`src/convolution_3x3_zero_pad_unit_defines.svh`:
```
// Assertion helpers shared by the convolution unit RTL.
// Each macro expects signals named clk and rst_n in the calling scope.
`ifndef CONVOLUTION_3X3_ZERO_PAD_UNIT_DEFINES_SVH
`define CONVOLUTION_3X3_ZERO_PAD_UNIT_DEFINES_SVH

// Condition that must hold at every clock edge out of reset.
`define CV3_ASSERT_ALWAYS(label, cond, msg) \
    label: assert property (@(posedge clk) disable iff (!rst_n) (cond)) else $error(msg);

// Condition that must hold in the cycle after a trigger.
`define CV3_ASSERT_NEXT(label, trig, cond, msg) \
    label: assert property (@(posedge clk) disable iff (!rst_n) (trig) |=> (cond)) \
        else $error(msg);

`endif

```
`src/cv3_pkg.sv`:
```
package cv3_pkg;

    // Field and datapath widths.
    localparam int SAMPLE_W     = 16;
    localparam int COEF_W       = 16;
    localparam int KERNEL_ROW_W = 48;
    localparam int PROD_W       = 32;
    localparam int RESULT_W     = 35;
    localparam int DIM_W        = 11;
    localparam int CFG_INDEX_W  = 3;
    localparam int CFG_DATA_W   = 48;
    localparam int TAPS         = 3;

    // Output queue geometry.
    localparam int FIFO_DEPTH   = 8;
    localparam int FIFO_PTR_W   = $clog2(FIFO_DEPTH);
    localparam int FIFO_COUNT_W = $clog2(FIFO_DEPTH + 1);

    // Input command code for an image pixel; anything else is a drain slot.
    localparam logic CMD_PIXEL = 1'b0;

    typedef logic signed [SAMPLE_W-1:0]  sample_t;
    typedef logic [KERNEL_ROW_W-1:0]     kernel_row_t;
    typedef logic signed [PROD_W-1:0]    product_t;
    typedef logic signed [RESULT_W-1:0]  result_value_t;

    // One line store entry: sample two rows back and sample one row back.
    typedef struct packed {
        sample_t upper;
        sample_t lower;
    } line_pair_t;

    // Per-item control that travels with the window into the MAC.
    typedef struct packed {
        logic has_result;
        logic last;
        logic top_en;
        logic bottom_en;
        logic left_en;
        logic right_en;
    } tap_ctrl_t;

    // Occupancy of the MAC stages, used for output flow control.
    typedef struct packed {
        logic product_busy;
        logic sum_busy;
    } mac_status_t;

    typedef struct packed {
        result_value_t value;
        logic          last;
    } result_t;

    typedef enum logic [CFG_INDEX_W-1:0] {
        CFG_KERNEL_TOP    = 3'd0,
        CFG_KERNEL_MIDDLE = 3'd1,
        CFG_KERNEL_BOTTOM = 3'd2,
        CFG_IMAGE_WIDTH   = 3'd3,
        CFG_IMAGE_HEIGHT  = 3'd4
    } cfg_index_t;

endpackage

```
`src/cv3_out_fifo.sv`:
```
`include "convolution_3x3_zero_pad_unit_defines.svh"

module cv3_out_fifo (
    input  logic                               clk,
    input  logic                               rst_n,
    input  logic                               push,
    input  cv3_pkg::result_t                   push_data,
    input  logic                               pop,
    output cv3_pkg::result_t                   head,
    output logic                               not_empty,
    output logic [cv3_pkg::FIFO_COUNT_W-1:0]   count
);

    localparam int PTR_W = cv3_pkg::FIFO_PTR_W;
    localparam int CNT_W = cv3_pkg::FIFO_COUNT_W;

    cv3_pkg::result_t   entries_reg [cv3_pkg::FIFO_DEPTH];
    logic [PTR_W-1:0]   wr_ptr_reg;
    logic [PTR_W-1:0]   rd_ptr_reg;
    logic [CNT_W-1:0]   count_reg;
    logic [CNT_W-1:0]   count_next;

    // Result storage.
    always_ff @(posedge clk)
    begin
        if (push)
        begin
            entries_reg[wr_ptr_reg] <= push_data;
        end
    end

    always_comb
    begin
        count_next = count_reg;
        if (push && !pop)
        begin
            count_next = count_reg + CNT_W'(1);
        end
        else if (pop && !push)
        begin
            count_next = count_reg - CNT_W'(1);
        end
    end

    // Pointers and occupancy.
    always_ff @(posedge clk or negedge rst_n)
    begin
        if (!rst_n)
        begin
            wr_ptr_reg <= '0;
            rd_ptr_reg <= '0;
            count_reg  <= '0;
        end
        else
        begin
            if (push)
            begin
                wr_ptr_reg <= wr_ptr_reg + PTR_W'(1);
            end
            if (pop)
            begin
                rd_ptr_reg <= rd_ptr_reg + PTR_W'(1);
            end
            count_reg <= count_next;
        end
    end

    assign head      = entries_reg[rd_ptr_reg];
    assign not_empty = (count_reg != '0);
    assign count     = count_reg;

    `CV3_ASSERT_ALWAYS(a_no_overflow, !push || (count_reg != CNT_W'(cv3_pkg::FIFO_DEPTH)), "result queue written while full")
    `CV3_ASSERT_NEXT(a_count_grows, push && !pop, count_reg == $past(count_reg) + CNT_W'(1), "result queue count did not follow a write")

endmodule

```
`config.mk`:
```
export PLATFORM = sky130hd
export DESIGN_NAME = cv3_out_fifo
export DESIGN_NICKNAME = d
export VERILOG_FILES = /design/src/cv3_pkg.sv /design/src/cv3_out_fifo.sv
export VERILOG_INCLUDE_DIRS = /design/src /design/src/src
export SDC_FILE = /design/constraint.sdc
export NUM_CORES = 1
export LEC_CHECK = 0
export BUFFER_PORTS_ARGS = -buffer_cell sky130_fd_sc_hd__buf_4
export CORE_ASPECT_RATIO = 1.75
export CORE_MARGIN = 2
export CORE_UTILIZATION = 45
export CTS_BUF_LIST = sky130_fd_sc_hd__clkbuf_8
export CTS_CLUSTER_DIAMETER = 120
export CTS_CLUSTER_SIZE = 16
export DETAILED_ROUTE_END_ITERATION = 6
export PLACE_DENSITY_LB_ADDON = 0.05
export SLEW_MARGIN = 20
export SYNTH_ARGS = -nofsm -noshare
export SYNTH_HDL_FRONTEND = slang
export SYNTH_SLANG_ARGS = --single-unit
```
`constraint.sdc`:
```
create_clock -name clk -period 7.7 [get_ports clk]
set_input_delay 0.385 -clock clk [delete_from_list [all_inputs] [get_ports clk]]
set_output_delay 0.385 -clock clk [all_outputs]
set_load 0.02 [all_outputs]
```
==> metrics.md <==
| Metric | Value |
|---|---|
| Resized cells post-CTS | `0` |
| R2r startpoint | `wr_ptr_reg[1]$_DFFE_PN0P_` |
| Min cycle time layout | `3.60 ns` |
| Post-synth EDFFs | `288` |
| Core Region | `25300 sq um` |
| TritonCTS clock tree | `built` |
| Row Count | `77` |
| Fin. max-slew vios | `0` |
| Peak supply drop | `0.179 mV` |
| Gr usage total | `16.7%` |
| Library cells used by synthesis | `27` |
| Post-synth ARST share | `3.36%` |
| Xor/xnor cell area share of the yosys netlist | `0.452%` |
| Critical path's slowest cell | `buf_4` |
| Leakage | `4.35 nW` |
| Starting Density | `45.9%` |
| Adder-Cell Fraction of Synth Area | `0.710%` |
| WL final | `22.5 mm` |
| Sequential element share of the synthesized area | `76.5%` |
| Clk buf depth | `3` |
| Setup_tns | `0 ns` |
| DRT Pass-1 Iters | `4` |
| Largest family of logic cells by synthesized area | `multiplexers` |
| Tightest Hold Check Type | `in -> reg` |
| Status | `complete, no violations` |
| Worst-path clk slew | `0.10 ns` |
| Mapped Nets | `521` |
| Yosys Warn Count | `0` |
| Post-CTS Setup Bufs | `0` |
| Global placer's final weighted congestion | `0.717` |
| Most used cell, CP | `buf_4` |
| H-Tree Depth | `1` |
| Hold Buf Count CTS | `2` |
| CP top delay family | `buffers and inverters` |
| Crit path DAT | `3.21 ns` |
| Post-Synthesis Cell Area | `11600 sq um` |
| Compound-Gate Fraction of Synth Area | `0.355%` |
| Final HPWL DP | `11.7 mm` |
| Final critical-path share of the clock period | `46.7%` |
| TritonCTS Buffers | `22` |
| Top-area cell type share of the netlist area | `74.4%` |
| FILL cells | `2026` |
| Max Cap Viol | `0` |
| Clk Tree Root Cell | `clkbuf_8` |
| Crit path required time | `7.32 ns` |
| Number of synthesized register bits | `298` |
| Origin of the worst setup path | `rd_ptr_reg[0]$_DFFE_PN0P_` |
| Antenna-violating nets left | `0` |
| Vias/cell | `5.64` |
| Pwr dens | `351 nW/um^2` |
| Most common cell after layout, fill and taps aside | `edfxtp_1` |
| Detailed Route Iter0 Violations | `279` |
| Slowest stage delay, CP | `0.83 ns` |
| Critical-path cell list | `buf_4 > mux4_1 > mux2_2 > buf_4` |
| Top cell type by total area after synthesis | `edfxtp_1` |
| Die Area | `27200 sq um` |
| Setup slack, reg-to-reg | `5.56 ns` |
| RSZ-0062 raised after global routing | `no` |
| Grt total ovfl | `0` |
| Largest cells by area after synthesis | `edfxtp_1 74%, mux4_1 13%, mux2_2 3.8%` |
| Final setup viols | `0` |
| Max FFs per register | `288` |
| Post-synthesis simple-gate area fraction | `1.01%` |
| Most frequent cells in the layout | `288 x edfxtp_1, 90 x buf_4, 57 x mux4_1, 39 x mux2_2, 23 x clkbuf_8` |
| TritonCTS Sinks | `298` |
| Crit. End Element | `primary output` |
| Via Count | `5039` |
| Critical path startpoint category | `flip-flop` |
| Largest net degree at the start of global routing | `75` |
| Synth Instances | `475` |
| Initial antenna violation count | `0` |
| Die Y | `217 um` |
| CP Buf/Inv Count | `2` |
| Worst skew pair latency | `0.54 ns` |
| Layout cell share with drive strength beyond 1 | `31.0%` |
| Final Hold Fails | `0` |
| First-pass GRT wire length | `34.1 mm` |
| Post-synth top flop | `edfxtp_1` |
| Mux share of post-synthesis cell area | `19.7%` |
| I/O pin count | `81` |
| P&R area growth vs syn | `11.7%` |
| Fin Hold WS | `0.0656 ns` |
| CP Class | `reg -> out` |
| Die X | `126 um` |
| Post-route DRC | `0` |
| Measured slew at the worst slew-check pin | `1.05 ns` |
| FMAX | `278 MHz` |
| Number of global-route vias before repair | `5664` |
| Syn_area_per_cell | `24.5 sq um` |
| Final Net Count | `616` |
| Clock Skews | `0.0178 ns` |
| Port Buf Inserts | `80` |
| N_diodes | `0` |
| Worst slew margin | `29.9%` |
| Crit-path max FO | `57` |
| WL/cell | `25.2 um` |
| Placed Instances | `860` |
| Non-Filler Instances | `893` |
| Min-delay src | `push` |
## worst register-to-register path: stages (launching register included)
cell and delay (ns):
dfrtp_1 0.41, nand2b_1 0.32, nor3_2 0.42, buf_4 0.59
## stage by stage
stage	setup slack, ns	total power [mW]	utilization (%)	cell area, sq um
3_5_place_dp	4.61	3.91	49.8	12600
4_1_cts	3.99	4.66	51.3	13000
6_report	4.10	4.56	51.3	13000
2_1_floorplan	4.18	3.30	-	11600
5_1_grt	3.92	4.79	51.3	13000
3_3_place_gp	4.62	3.87	49.8	12600
## where the power goes
group / total (mW) / leakage (nW) / switching [mW] / internal, mW
logic: 1.60 / 1.41 / 0.812 / 0.793
clock network: 0.744 / 0.207 / 0.469 / 0.275
registers: 2.21 / 2.73 / 0.171 / 2.04
## Yosys cell counts (2+ instances only)
library cell and n:
a21oi_1 2, buf_1 8, buf_2 2, buf_6 8, clkbuf_1 3, dfrtp_1 10
edfxtp_1 288, ha_1 5, inv_1 2, mux2_2 39, mux4_1 57, mux4_2 15
nand2_1 6, nand2b_1 3, nand3_1 2, nor2_1 6, nor3_1 3, o211ai_1 2
or4_1 2, xnor2_1 4, xor2_1 2
## cells by family (layout without fill, tap and decap cells)
group	count (synthesis)	count (layout)
flip-flops	298	298
XOR/XNOR	6	6
AND/OR/NAND/NOR	24	24
multiplexers	112	112
AO/OA/AOI/OAI	6	6
adder cells (fa/ha/maj)	6	6
buffers and inverters	23	125
## final timing paths
kind	to	cells past startpoint
worst max-delay path	head[18]	4
max in group asynchronous	rd_ptr_reg[1]$_DFFE_PN0P_	2
worst max register to register	entries_reg[0][19]$_DFFE_PP_	3
min in group asynchronous	rd_ptr_reg[2]$_DFFE_PN0P_	2
worst min register to register	wr_ptr_reg[1]$_DFFE_PN0P_	1
worst min-delay path	wr_ptr_reg[0]$_DFFE_PN0P_	2
## cell type report
class / instances / area (sq um) / share of cell area (%)
clock buffer: 23 / 317 / 2.44
clock inverter: 8 / 35.0 / 0.270
inverter: 2 / 7.51 / 0.0578
multi-input combinational: 154 / 2630 / 20.3
sequential: 298 / 8910 / 68.6
tap: 316 / 395 / 3.04
timing repair buffer: 92 / 696 / 5.35
## metal layers
metal / global-route usage (%) / share of wire [%]
met2: 30.8 / 55
met3: 2.44 / 3.6
met4: 4.85 / 2.2
met5: 0 / 0
met1: 20.4 / 39
No activity file was read; power rests on OpenSTA's default activity.
